==> src/hw/rtl/sorted_timer_queue_macros.svh <==
// assertion macros for the sorted timer queue
`ifndef SORTED_TIMER_QUEUE_MACROS_SVH
`define SORTED_TIMER_QUEUE_MACROS_SVH

// antecedent implies consequent in the same cycle
`define STQ_ASSERT_IMP(name, clk, rst, ante, cons, msg) \
   name: assert property (@(posedge clk) disable iff (rst) (ante) |-> (cons)) else $error(msg);

// antecedent implies consequent in the next cycle
`define STQ_ASSERT_NXT(name, clk, rst, ante, cons, msg) \
   name: assert property (@(posedge clk) disable iff (rst) (ante) |=> (cons)) else $error(msg);

`endif

==> src/hw/rtl/stq_pkg.sv <==
// shared constants and types for the sorted timer queue
package stq_pkg;

   localparam int DEF_TIMER_SLOTS = 16;
   localparam int DEF_TICK_BITS   = 32;

   localparam int KIND_W   = 2;
   localparam int HANDLE_W = 4;
   localparam int DELAY_W  = 32;
   localparam int STATUS_W = 3;
   localparam int ACT_W    = 5;

   localparam logic [KIND_W-1:0] KIND_INSERT = 2'd0;
   localparam logic [KIND_W-1:0] KIND_DELETE = 2'd1;
   localparam logic [KIND_W-1:0] KIND_TICK   = 2'd2;

   localparam logic [STATUS_W-1:0] ST_OK         = 3'd0;
   localparam logic [STATUS_W-1:0] ST_FULL       = 3'd1;
   localparam logic [STATUS_W-1:0] ST_NOT_QUEUED = 3'd2;
   localparam logic [STATUS_W-1:0] ST_ALREADY    = 3'd3;
   localparam logic [STATUS_W-1:0] ST_EXPIRED    = 3'd4;

   typedef enum logic [3:0] {
      S_IDLE,
      S_SCAN_RD,
      S_SCAN_CMP,
      S_DECIDE,
      S_INS_RD,
      S_INS_WR,
      S_INS_PUT,
      S_DEL_RD,
      S_DEL_WR,
      S_DEL_FIN,
      S_TICK_RD,
      S_TICK_CMP
   } state_type;

endpackage

==> src/hw/rtl/stq_slot_ram.sv <==
// slot memory: one write port, one registered read port
module stq_slot_ram #(
   parameter int DEPTH = 16,
   parameter int WIDTH = 36
) (
   input  logic                     clock,
   input  logic                     wr_en,
   input  logic [$clog2(DEPTH)-1:0] wr_addr,
   input  logic [WIDTH-1:0]         wr_data,
   input  logic [$clog2(DEPTH)-1:0] rd_addr,
   output logic [WIDTH-1:0]         rd_data
);

   logic [WIDTH-1:0] slot_mem [DEPTH];
   logic [WIDTH-1:0] rd_data_ff;

   always_ff @(posedge clock) begin
      if (wr_en) begin
         slot_mem[wr_addr] <= wr_data;
      end
      rd_data_ff <= slot_mem[rd_addr];
   end

   assign rd_data = rd_data_ff;

endmodule

==> src/hw/rtl/sorted_timer_queue.sv <==
// sorted timer queue: tick counter and expiry-ordered timer slots
//
//   channel   ports                                   handshake
//   request   req_kind, req_timer_id, req_delay_ticks start high while busy low
//   result    rsp_status, rsp_expired_id, rsp_last,   rsp_strobe, one cycle
//             rsp_active_count
//
// one shared compare unit walks the slot memory slot by slot, a read and then a compare each.
// insert: scan all timers, shift each later timer up one slot, then place the new one.
// delete: scan all timers, shift each later timer down one slot, then finish.
// tick: check the head (stop at once when empty), removing each expired head by shifting the rest down.
// reset is synchronous; the slot memory is not cleared and needs no sweep.
// results cannot be stalled; busy drops in the cycle that carries the last one.
module sorted_timer_queue #(
   parameter int TIMER_SLOTS = stq_pkg::DEF_TIMER_SLOTS,
   parameter int TICK_BITS   = stq_pkg::DEF_TICK_BITS
) (
   input  logic                          clock,
   input  logic                          reset,
   input  logic                          start,
   output logic                          busy,
   input  logic [stq_pkg::KIND_W-1:0]    req_kind,
   input  logic [stq_pkg::HANDLE_W-1:0]  req_timer_id,
   input  logic [stq_pkg::DELAY_W-1:0]   req_delay_ticks,
   output logic                          rsp_strobe,
   output logic [stq_pkg::STATUS_W-1:0]  rsp_status,
   output logic [stq_pkg::HANDLE_W-1:0]  rsp_expired_id,
   output logic                          rsp_last,
   output logic [stq_pkg::ACT_W-1:0]     rsp_active_count
);

   import stq_pkg::*;

   `include "sorted_timer_queue_macros.svh"

   localparam int CW    = $clog2(TIMER_SLOTS + 1);
   localparam int AW    = $clog2(TIMER_SLOTS);
   localparam int EW    = TICK_BITS + HANDLE_W;
   localparam int SUM_W = ((TICK_BITS > DELAY_W) ? TICK_BITS : DELAY_W) + 1;
   localparam logic [CW-1:0] SLOTS_C = CW'(TIMER_SLOTS);

   state_type               state_ff, state_in;
   logic [KIND_W-1:0]       kind_ff, kind_in;
   logic [HANDLE_W-1:0]     id_ff, id_in;
   logic [TICK_BITS-1:0]    key_ff, key_in;
   logic [TICK_BITS-1:0]    tick_ff, tick_in;
   logic [CW-1:0]           cnt_ff, cnt_in;
   logic [CW-1:0]           idx_ff, idx_in;
   logic [CW-1:0]           pos_ff, pos_in;
   logic                    found_ff, found_in;
   logic                    pos_set_ff, pos_set_in;
   logic                    pend_ff, pend_in;
   logic                    rsp_strobe_ff, rsp_strobe_in;
   logic [STATUS_W-1:0]     rsp_status_ff, rsp_status_in;
   logic [HANDLE_W-1:0]     rsp_id_ff, rsp_id_in;
   logic                    rsp_last_ff, rsp_last_in;
   logic [ACT_W-1:0]        rsp_active_ff, rsp_active_in;

   logic                    accept;
   logic                    full;
   logic [CW-1:0]           idx_dec, idx_inc;
   logic [EW-1:0]           rd_data;
   logic [TICK_BITS-1:0]    rd_exp;
   logic [HANDLE_W-1:0]     rd_hdl;
   logic                    key_le;
   logic                    hdl_match;
   logic [SUM_W-1:0]        sum;
   logic [TICK_BITS-1:0]    expiry_sat;
   logic                    mem_we;
   logic [AW-1:0]           mem_waddr;
   logic [EW-1:0]           mem_wdata;
   logic [AW-1:0]           mem_raddr;

   stq_slot_ram #(
      .DEPTH (TIMER_SLOTS),
      .WIDTH (EW)
   ) u_slot_ram (
      .clock   (clock),
      .wr_en   (mem_we),
      .wr_addr (mem_waddr),
      .wr_data (mem_wdata),
      .rd_addr (mem_raddr),
      .rd_data (rd_data)
   );

   assign busy       = (state_ff != S_IDLE);
   assign accept     = start && !busy;
   assign full       = (cnt_ff >= SLOTS_C);
   assign idx_dec    = idx_ff - CW'(1);
   assign idx_inc    = idx_ff + CW'(1);
   assign rd_exp     = rd_data[EW-1:HANDLE_W];
   assign rd_hdl     = rd_data[HANDLE_W-1:0];
   // the one shared compare unit
   assign key_le     = (rd_exp <= key_ff);
   assign hdl_match  = (rd_hdl == id_ff);
   assign sum        = SUM_W'(tick_ff) + SUM_W'(req_delay_ticks);
   assign expiry_sat = (sum[SUM_W-1:TICK_BITS] != '0) ? '1 : sum[TICK_BITS-1:0];

   // next state
   always_comb begin
      state_in = state_ff;
      unique case (state_ff)
         S_IDLE: begin
            if (accept) begin
               if (req_kind == KIND_INSERT || req_kind == KIND_DELETE) begin
                  state_in = S_SCAN_RD;
               end else if (req_kind == KIND_TICK) begin
                  state_in = S_TICK_RD;
               end
            end
         end
         S_SCAN_RD: begin
            state_in = (idx_ff == cnt_ff) ? S_DECIDE : S_SCAN_CMP;
         end
         S_SCAN_CMP: begin
            state_in = S_SCAN_RD;
         end
         S_DECIDE: begin
            if (kind_ff == KIND_INSERT) begin
               state_in = (found_ff || full) ? S_IDLE : S_INS_RD;
            end else begin
               state_in = found_ff ? S_DEL_RD : S_IDLE;
            end
         end
         S_INS_RD: begin
            state_in = (idx_ff == pos_ff) ? S_INS_PUT : S_INS_WR;
         end
         S_INS_WR: begin
            state_in = S_INS_RD;
         end
         S_INS_PUT: begin
            state_in = S_IDLE;
         end
         S_DEL_RD: begin
            state_in = (idx_inc >= cnt_ff) ? S_DEL_FIN : S_DEL_WR;
         end
         S_DEL_WR: begin
            state_in = S_DEL_RD;
         end
         S_DEL_FIN: begin
            state_in = (kind_ff == KIND_TICK) ? S_TICK_RD : S_IDLE;
         end
         S_TICK_RD: begin
            state_in = (cnt_ff == '0) ? S_IDLE : S_TICK_CMP;
         end
         S_TICK_CMP: begin
            state_in = key_le ? S_DEL_RD : S_IDLE;
         end
         default: begin
            state_in = S_IDLE;
         end
      endcase
   end

   // datapath, memory control and results
   always_comb begin
      kind_in       = kind_ff;
      id_in         = id_ff;
      key_in        = key_ff;
      tick_in       = tick_ff;
      cnt_in        = cnt_ff;
      idx_in        = idx_ff;
      pos_in        = pos_ff;
      found_in      = found_ff;
      pos_set_in    = pos_set_ff;
      pend_in       = pend_ff;
      rsp_strobe_in = 1'b0;
      rsp_status_in = rsp_status_ff;
      rsp_id_in     = rsp_id_ff;
      rsp_last_in   = rsp_last_ff;
      rsp_active_in = rsp_active_ff;
      mem_we        = 1'b0;
      mem_waddr     = idx_ff[AW-1:0];
      mem_wdata     = rd_data;
      mem_raddr     = idx_ff[AW-1:0];
      unique case (state_ff)
         S_IDLE: begin
            if (accept) begin
               kind_in    = req_kind;
               id_in      = req_timer_id;
               idx_in     = '0;
               pos_in     = cnt_ff;
               found_in   = 1'b0;
               pos_set_in = 1'b0;
               pend_in    = 1'b0;
               if (req_kind == KIND_INSERT) begin
                  key_in = expiry_sat;
               end else if (req_kind == KIND_TICK) begin
                  tick_in = tick_ff + TICK_BITS'(1);
                  key_in  = tick_ff + TICK_BITS'(1);
               end
            end
         end
         S_SCAN_RD: begin
            mem_raddr = idx_ff[AW-1:0];
         end
         S_SCAN_CMP: begin
            if (hdl_match) begin
               found_in = 1'b1;
               if (kind_ff == KIND_DELETE) begin
                  pos_in = idx_ff;
               end
            end
            if (kind_ff == KIND_INSERT && !key_le && !pos_set_ff) begin
               pos_in     = idx_ff;
               pos_set_in = 1'b1;
            end
            idx_in = idx_inc;
         end
         S_DECIDE: begin
            if (kind_ff == KIND_INSERT) begin
               if (found_ff || full) begin
                  rsp_strobe_in = 1'b1;
                  rsp_status_in = found_ff ? ST_ALREADY : ST_FULL;
                  rsp_id_in     = id_ff;
                  rsp_last_in   = 1'b1;
                  rsp_active_in = ACT_W'(cnt_ff);
               end else begin
                  idx_in = cnt_ff;
               end
            end else begin
               if (!found_ff) begin
                  rsp_strobe_in = 1'b1;
                  rsp_status_in = ST_NOT_QUEUED;
                  rsp_id_in     = id_ff;
                  rsp_last_in   = 1'b1;
                  rsp_active_in = ACT_W'(cnt_ff);
               end else begin
                  idx_in = pos_ff;
               end
            end
         end
         S_INS_RD: begin
            mem_raddr = idx_dec[AW-1:0];
         end
         S_INS_WR: begin
            mem_we    = 1'b1;
            mem_waddr = idx_ff[AW-1:0];
            mem_wdata = rd_data;
            idx_in    = idx_dec;
         end
         S_INS_PUT: begin
            mem_we        = 1'b1;
            mem_waddr     = pos_ff[AW-1:0];
            mem_wdata     = {key_ff, id_ff};
            cnt_in        = cnt_ff + CW'(1);
            rsp_strobe_in = 1'b1;
            rsp_status_in = ST_OK;
            rsp_id_in     = id_ff;
            rsp_last_in   = 1'b1;
            rsp_active_in = ACT_W'(cnt_ff + CW'(1));
         end
         S_DEL_RD: begin
            mem_raddr = idx_inc[AW-1:0];
         end
         S_DEL_WR: begin
            mem_we    = 1'b1;
            mem_waddr = idx_ff[AW-1:0];
            mem_wdata = rd_data;
            idx_in    = idx_inc;
         end
         S_DEL_FIN: begin
            cnt_in = cnt_ff - CW'(1);
            if (kind_ff == KIND_DELETE) begin
               rsp_strobe_in = 1'b1;
               rsp_status_in = ST_OK;
               rsp_id_in     = id_ff;
               rsp_last_in   = 1'b1;
               rsp_active_in = ACT_W'(cnt_ff - CW'(1));
            end
         end
         S_TICK_RD: begin
            mem_raddr = '0;
            if (cnt_ff == '0 && pend_ff) begin
               rsp_strobe_in = 1'b1;
               rsp_status_in = ST_EXPIRED;
               rsp_id_in     = id_ff;
               rsp_last_in   = 1'b1;
               rsp_active_in = ACT_W'(cnt_ff);
            end
         end
         S_TICK_CMP: begin
            // an expiry is held back until the next head shows whether it is the last
            if (pend_ff) begin
               rsp_strobe_in = 1'b1;
               rsp_status_in = ST_EXPIRED;
               rsp_id_in     = id_ff;
               rsp_last_in   = !key_le;
               rsp_active_in = ACT_W'(cnt_ff);
            end
            if (key_le) begin
               pend_in = 1'b1;
               id_in   = rd_hdl;
               idx_in  = '0;
            end
         end
         default: begin
            mem_we = 1'b0;
         end
      endcase
   end

   always_ff @(posedge clock) begin
      if (reset) begin
         state_ff      <= S_IDLE;
         tick_ff       <= '0;
         cnt_ff        <= '0;
         idx_ff        <= '0;
         pos_ff        <= '0;
         found_ff      <= 1'b0;
         pos_set_ff    <= 1'b0;
         pend_ff       <= 1'b0;
         kind_ff       <= KIND_INSERT;
         rsp_strobe_ff <= 1'b0;
      end else begin
         state_ff      <= state_in;
         tick_ff       <= tick_in;
         cnt_ff        <= cnt_in;
         idx_ff        <= idx_in;
         pos_ff        <= pos_in;
         found_ff      <= found_in;
         pos_set_ff    <= pos_set_in;
         pend_ff       <= pend_in;
         kind_ff       <= kind_in;
         rsp_strobe_ff <= rsp_strobe_in;
      end
   end

   always_ff @(posedge clock) begin
      id_ff         <= id_in;
      key_ff        <= key_in;
      rsp_status_ff <= rsp_status_in;
      rsp_id_ff     <= rsp_id_in;
      rsp_last_ff   <= rsp_last_in;
      rsp_active_ff <= rsp_active_in;
   end

   assign rsp_strobe       = rsp_strobe_ff;
   assign rsp_status       = rsp_status_ff;
   assign rsp_expired_id   = rsp_id_ff;
   assign rsp_last         = rsp_last_ff;
   assign rsp_active_count = rsp_active_ff;

   `STQ_ASSERT_IMP(a_cnt_range, clock, reset, 1'b1, cnt_ff <= SLOTS_C,
                   "timer count above slot count")
   `STQ_ASSERT_IMP(a_cnt_step, clock, reset, 1'b1,
                   cnt_ff == $past(cnt_ff) || cnt_ff == $past(cnt_ff) + CW'(1) ||
                   cnt_ff == $past(cnt_ff) - CW'(1),
                   "timer count moved by more than one")
   `STQ_ASSERT_NXT(a_busy_after_req, clock, reset,
                   accept && (req_kind == KIND_INSERT || req_kind == KIND_DELETE ||
                   req_kind == KIND_TICK), busy, "request taken without going busy")
   `STQ_ASSERT_IMP(a_rsp_from_work, clock, reset, rsp_strobe_ff, $past(busy),
                   "result issued while idle")
   `STQ_ASSERT_IMP(a_single_last, clock, reset, rsp_strobe_ff && rsp_status_ff != ST_EXPIRED,
                   rsp_last_ff, "insert or delete result not marked last")

endmodule
==> config.mk <==
export PLATFORM = sky130hd
export DESIGN_NAME = sorted_timer_queue
export DESIGN_NICKNAME = d
export VERILOG_FILES = /design/src/hw/rtl/stq_pkg.sv /design/src/hw/rtl/stq_slot_ram.sv /design/src/hw/rtl/sorted_timer_queue.sv
export VERILOG_INCLUDE_DIRS = /design/src /design/src/hw/rtl
export SDC_FILE = /design/constraint.sdc
export NUM_CORES = 1
export LEC_CHECK = 0
export BUFFER_PORTS_ARGS = -buffer_cell sky130_fd_sc_hd__buf_2
export CAP_MARGIN = 20
export CORE_ASPECT_RATIO = 0.7
export CORE_MARGIN = 2
export CORE_UTILIZATION = 40
export DETAILED_ROUTE_END_ITERATION = 10
export PLACE_DENSITY_LB_ADDON = 0.08
export SLEW_MARGIN = 20
export SYNTH_ARGS = -nofsm -noshare
export SYNTH_HDL_FRONTEND = slang
export SYNTH_SLANG_ARGS = --single-unit
export TNS_END_PERCENT = 100
==> constraint.sdc <==
create_clock -name clock -period 6.57 [get_ports clock]
set_input_delay 0.3285 -clock clock [delete_from_list [all_inputs] [get_ports clock]]
set_output_delay 0.3285 -clock clock [all_outputs]
set_load 0.1 [all_outputs]
==> results of run 1 <==
[cell usage in the layout, fill, tap and decap left out, drive strengths merged, types with 84 or more instances in the layout]
cell type | Yosys | layout
nor2 | 102 | 102
a21oi | 84 | 84
mux2 | 114 | 114
o21ai | 91 | 91
dfxtp | 93 | 93
nand2 | 133 | 133
clkbuf | 44 | 106
edfxtp | 625 | 625
buf | 78 | 124
mux2i | 440 | 440
[through the flow]
stage | area, um^2 | hold slack [ns] | setup slack [ns]
after detailed placement | 34710 | 0.4471 | 2.442
after global routing | 37110 | 0.03889 | 2.201
after global placement | 34710 | 0.4418 | 2.609
final | 37110 | 0.05538 | 2.452
after floorplan | 33000 | 0.4252 | 2.899
after CTS | 37100 | 0.02221 | 2.474
[path summary, 6_finish.rpt]
check | end | slack (ns) | cells past startpoint
min | kind_ff[0]$_SDFFE_PP0P_ | 0.06 | 3
min reg2reg | pos_set_ff$_SDFFE_PP0P_ | 0.46 | 2
max | u_slot_ram.rd_data[5]$_DFF_P_ | 2.45 | 8
max reg2reg | u_slot_ram.rd_data[5]$_DFF_P_ | 2.45 | 8
[cell families (layout without fill, tap and decap cells)]
group | Yosys count | after routing
flip-flops | 718 | 718
multiplexers | 554 | 554
AND/OR/NAND/NOR | 406 | 406
AO/OA/AOI/OAI | 314 | 314
buffers and inverters | 188 | 331
XOR/XNOR | 90 | 90
adder cells (fa/ha/maj) | 75 | 75
[sequential cells by signal, indices dropped and copies added (netlist names), 2 cells and up]
name and count:
rsp_active_count 5, idx_ff 5, rsp_expired_id 4, kind_ff 2, id_ff 4, key_ff 32, tick_ff 32, cnt_ff 5
u_slot_ram.slot_mem 576, pos_ff 5, state_ff 4, rsp_status 3, u_slot_ram.rd_data 36
[power by group]
group / switching [mW] / internal, mW / leakage [nW]
clock network: 1.76 / 2.34 / 1.15
registers: 0.290 / 5.88 / 6.40
logic: 2.94 / 2.07 / 4.91
total: 4.99 / 10.3 / 12.5
[metal layers]
metal,track usage (%),wire (um),vias to the layer above
li1,-,-,9066
met3,3.628,4110,103
met4,4.808,1768,0
met1,30.58,42980,9641
met2,29.30,36190,444
met5,0,0,-
[worst min-delay path, stage by stage]
cell	delay [ns]
buf_2	0.16
nand3_1	0.08
a21oi_1	0.06
[area by class of cell]
| cell class | instances | area share, % |
|---|---|---|
| flip-flops and latches | 718 | 55.59 |
| multi-input cells | 1439 | 31.32 |
| clock buffers | 106 | 5.617 |
| well taps | 1080 | 3.641 |
| repair buffers | 129 | 2.475 |
| clock inverters | 30 | 0.6945 |
| inverters | 66 | 0.6675 |
[repair_timing]
item                      4_1_cts  5_1_grt
hold buffers                    5        0
hold endpoints to repair        7        0
setup buffers                   0        0
==> flow_metrics.env, run 1 <==
export IMPL_ir_worst_vdd_v=0.0003087
export IMPL_initial_utilization_pct=40.23
export IMPL_worst_path_buf_inv=2
export IMPL_drt_iter0_markers=1478
export IMPL_cts_resized=0
export IMPL_critPathSlowestCell="dfxtp_1"
export IMPL_synth_seq_area_share_pct=62.51
export IMPL_grt_overflow=0
export IMPL_setup_viol=0
export IMPL_wl_per_cell_um=23.83
export IMPL_outcome="complete, no violations"
export IMPL_diodes=0
export IMPL_synth_fp_nets=2461
export IMPL_num_nets_final=2545
export IMPL_yosysWarnings=0
export IMPL_die_area_um2=84860
export IMPL_synthXorXnorAreaFrac_pct=2.388
export IMPL_synth_top_family_by_area="multiplexers"
export IMPL_crit_path_end_kind="register"
export IMPL_antenna_found_initial=4
export IMPL_regArea_um2=20630
export IMPL_synth_main_ff_cell="edfxtp_1"
export IMPL_portBuffers=55
export IMPL_fin_crit_sh_pct=62.68
export IMPL_power_total_mw=15.28
export IMPL_coreArea_um2=82030
export IMPL_crit_reg2reg_launch="state_ff[0]$_SDFFE_PP0P_"
export IMPL_p_leak_nw=12.46
export IMPL_slew_violations=0
export IMPL_numClockSinks=718
export IMPL_die_y_um=244.3
export IMPL_io_pins=56
export IMPL_place_gp_congestion=0.8357
export IMPL_clock_root_buffer="clkbuf_16"
export IMPL_dp_hpwl_um=49900
export IMPL_synth_async_reset_ratio_pct=0
export IMPL_synthTopCellsByCount="edfxtp_1, mux2i_1, nand2_1"
export IMPL_num_rows=88
export IMPL_syn2layout_area_growth_pct=12.45
export IMPL_max_freq_mhz=242.8
export IMPL_cts_made_buffers=75
export IMPL_synth_adder_area_share_pct=2.866
export IMPL_min_path_type="in -> reg"
export IMPL_synthTopCellsByArea="edfxtp_1, mux2i_1, dfxtp_1"
export IMPL_start_kind="register"
export IMPL_ys_ff_latch=718
export IMPL_synth_area_leader_cell="edfxtp_1"
export IMPL_grt_pass1_wl_um=125500
export IMPL_fin_util_pct=45.24
export IMPL_synth_edf_count=625
export IMPL_powerDensity_nw_per_um2=411.7
export IMPL_die_w_um=347.3
export IMPL_num_vias=19250
export IMPL_via_per_inst=5.396
export IMPL_grtUsageTotal_pct=20.02
export IMPL_crit_family="buffers and inverters"
export IMPL_syn_area_per_cell_um2=14.07
export IMPL_critical_path_cell_chain="nand2_1, o22ai_1, nand2_1, a221oi_4, buf_4, buf_4, mux2_2, mux2_2"
export IMPL_path_clk_slew_ns=0.06
export IMPL_hp_start="req_kind[0]"
export IMPL_synthSimpleGateAreaFrac_pct=5.918
export IMPL_skew_ns=0.01411
export IMPL_worstPathArrival_ns=4.63
export IMPL_grt_max_degree=68
export IMPL_fin_tns_setup_ns=0
export IMPL_worstPathRequired_ns=7.08
export IMPL_clockBufferDepth=3
export IMPL_drive_above_1_share_pct=15.51
export IMPL_crit_start="state_ff[0]$_SDFFE_PP0P_"
export IMPL_clock_latency_ns=0.64
export IMPL_synthCells=2345
export IMPL_drc=0
export IMPL_hold_viol_final=0
export IMPL_dp_cells=3427
export IMPL_relSlewSlack_pct=27.14
export IMPL_tritoncts="done"
export IMPL_firstDrtPassIters=5
export IMPL_htree_levels=3
export IMPL_worst_pin_slew_ns=1.093
export IMPL_n_fill_cell=7241
export IMPL_grt_pass1_vias=18750
export IMPL_syn_area_um2=33000
export IMPL_synth_most_common_cell="edfxtp_1"
export IMPL_synth_compound_area_share_pct=6.221
export IMPL_synth_top_area_share_pct=56.87
export IMPL_rsz0062_at_grt="no"
export IMPL_drv_cap=0
export IMPL_synth_cell_types=79
export IMPL_fin_crit_ns=4.118
export IMPL_drtAntennaViolNets=0
export IMPL_routed_wl_um=85040
export IMPL_layout_cells_non_filler=3568
export IMPL_crit_path_max_incr_delay_ns=0.90
export IMPL_setup_worst_path_class="reg -> reg"
export IMPL_multiInputGateArea_um2=11620
export IMPL_synth_area_mux_share_pct=17.25
export IMPL_cp_max_fo=37
Power figures use the tool's default switching activity.
==> inputs of run 2 (changes only) <==
==> constraint.sdc (replaced) <==
create_clock -name clock -period 3.9 [get_ports clock]
set_input_delay 0.195 -clock clock [delete_from_list [all_inputs] [get_ports clock]]
set_output_delay 0.195 -clock clock [all_outputs]
set_load 0.1 [all_outputs]
==> run 2 against run 1 <==
Final area up 2.5%. Hold slack better by 0.067 ns. Total power increased by 73%. Non-clock buffer count increased by 43. Critical endpoint is now key_ff[18]$_DFFE_PP_. Highest routed layer unchanged.
==> flow_metrics.env, run 2 (same netlist as run 1, synthesis figures left out) <==
export IMPL_place_gp_congestion=0.8517
export IMPL_n_fill_cell=7195
export IMPL_numClockSinks=718
export IMPL_wl_per_cell_um=23.01
export IMPL_cts_setup_buffers=0
export IMPL_grt_overflow=0
export IMPL_crit_path_max_incr_delay_ns=0.48
export IMPL_path_clk_slew_ns=0.06
export IMPL_powerDensity_nw_per_um2=696.9
export IMPL_rsz0062_at_grt="no"
export IMPL_firstDrtPassIters=5
export IMPL_worst_path_buf_inv=2
export IMPL_cts_made_buffers=74
export IMPL_largest_reg_flops=576
export IMPL_fin_crit_ns=3.616
export IMPL_cts_hold_buf=8
export IMPL_drtAntennaViolNets=0
export IMPL_io_pins=56
export IMPL_crit_path_end_kind="register"
export IMPL_ir_worst_vdd_v=0.0004583
export IMPL_antenna_found_initial=1
export IMPL_die_y_um=244.3
export IMPL_drive_above_1_share_pct=17.13
export IMPL_place_area_um2=35410
export IMPL_clockBufferDepth=3
export IMPL_via_per_inst=5.302
export IMPL_drv_cap=0
export IMPL_diodes=0
export IMPL_worst_pin_slew_ns=1.060
export IMPL_cp_max_fo=29
export IMPL_dp_hpwl_um=52160
export IMPL_skew_ns=0.02369
export IMPL_coreArea_um2=82030
export IMPL_portBuffers=55
export IMPL_min_path_type="in -> reg"
export IMPL_initial_utilization_pct=40.23
export IMPL_num_rows=88
export IMPL_fin_tns_setup_ns=0
export IMPL_worstPathArrival_ns=3.97
export IMPL_clock_root_buffer="clkbuf_16"
export IMPL_place_ws_ns=0.3390
export IMPL_clock_latency_ns=0.62
export IMPL_htree_levels=3
export IMPL_routed_wl_um=83140
export IMPL_worstPathRequired_ns=4.26
export IMPL_largest_register="u_slot_ram.slot_mem"
export IMPL_max_freq_mhz=276.6
export IMPL_outcome="complete, no violations"
export IMPL_die_area_um2=84860
export IMPL_start_kind="register"
export IMPL_setup_worst_path_class="reg -> reg"
export IMPL_grt_max_degree=101
export IMPL_drt_iter0_markers=1205
export IMPL_critPathSlowestCell="a32oi_1"
export IMPL_fin_crit_sh_pct=92.72
export IMPL_hold_depth=3
export IMPL_cp_depth=12
export IMPL_relSlewSlack_pct=29.31
export IMPL_num_nets_final=2587
export IMPL_grtUsageTotal_pct=19.64
export IMPL_num_vias=19160
export IMPL_slew_violations=0
export IMPL_r2r_cells=12
export IMPL_setup_viol=0
export IMPL_grt_pass1_vias=19160
export IMPL_most_common_layout_cells="edfxtp_1, mux2i_1, nand2_1"
export IMPL_die_w_um=347.3
export IMPL_critical_path_cell_chain="ha_1, inv_1, fa_1, nand2b_1, a21oi_1, o21ai_1, o21ai_2, o21ai_1, o21ai_2, a221oi_4, buf_4, a32oi_1"
export IMPL_hold_viol_final=0
export IMPL_tritoncts="done"
export IMPL_finalInstanceArea_um2=38020
export IMPL_worst_slack_ns=0.2841
export IMPL_grt_pass1_wl_um=124800
export IMPL_cts_resized=0
export IMPL_crit_family="compound AO/OA/AOI/OAI gates"
export IMPL_syn2layout_area_growth_pct=15.21
export IMPL_final_common_cell="edfxtp_1"
export IMPL_power_total_mw=26.50
export IMPL_p_leak_nw=12.86
export IMPL_drc=0
[run 2: through the flow]
| step | instances | hold WS [ns] | util (%) |
|---|---|---|---|
| floorplan | 2345 | 0.2917 | - |
| global placement | 3467 | 0.4408 | 43.17 |
| detailed placement | 3467 | 0.4429 | 43.17 |
| CTS | 3613 | 0.1025 | 46.35 |
| global route | 3613 | 0.1164 | 46.35 |
| finish | 3613 | 0.1228 | 46.35 |
[run 2: metal layers]
layer / global-route usage [%] / up-vias / wire (um)
li1: - / 9146 / -
met1: 30.58 / 9514 / 42910
met2: 28.90 / 404 / 35460
met3: 2.875 / 93 / 3472
met4: 4.054 / 0 / 1293
met5: 0 / - / 0
[run 2: final timing paths]
check / slack, ns / to / startpoint
min reg2reg: 0.46 / pos_set_ff$_SDFFE_PP0P_ / pos_set_ff$_SDFFE_PP0P_
min: 0.12 / key_ff[0]$_DFFE_PP_ / req_delay_ticks[0]
max: 0.28 / key_ff[18]$_DFFE_PP_ / tick_ff[0]$_SDFFE_PP0P_
max reg2reg: 0.28 / key_ff[18]$_DFFE_PP_ / tick_ff[0]$_SDFFE_PP0P_
[run 2: layout make-up]
type	instances	area, um^2	share of cell area [%]
sequential	718	20630	54.25
multi-input combinational	1439	11610	30.54
clock buffer	104	2110	5.548
timing repair buffer	172	1649	4.337
tap	1080	1351	3.554
clock inverter	34	425.4	1.119
inverter	66	247.7	0.6515
[run 2: worst min-delay path, cell delays in order]
cell and delay (ns):
buf_2 0.10, ha_1 0.13, a2bb2oi_1 0.17
[run 2: where the power goes]
part / switching (mW) / leakage, nW / total [mW] / internal, mW
Sequential: 0.476 / 6.40 / 10.4 / 9.90
Combinational: 5.06 / 5.22 / 8.78 / 3.73
Clock: 3.00 / 1.24 / 7.34 / 4.34
Total: 8.53 / 12.9 / 26.5 / 18.0
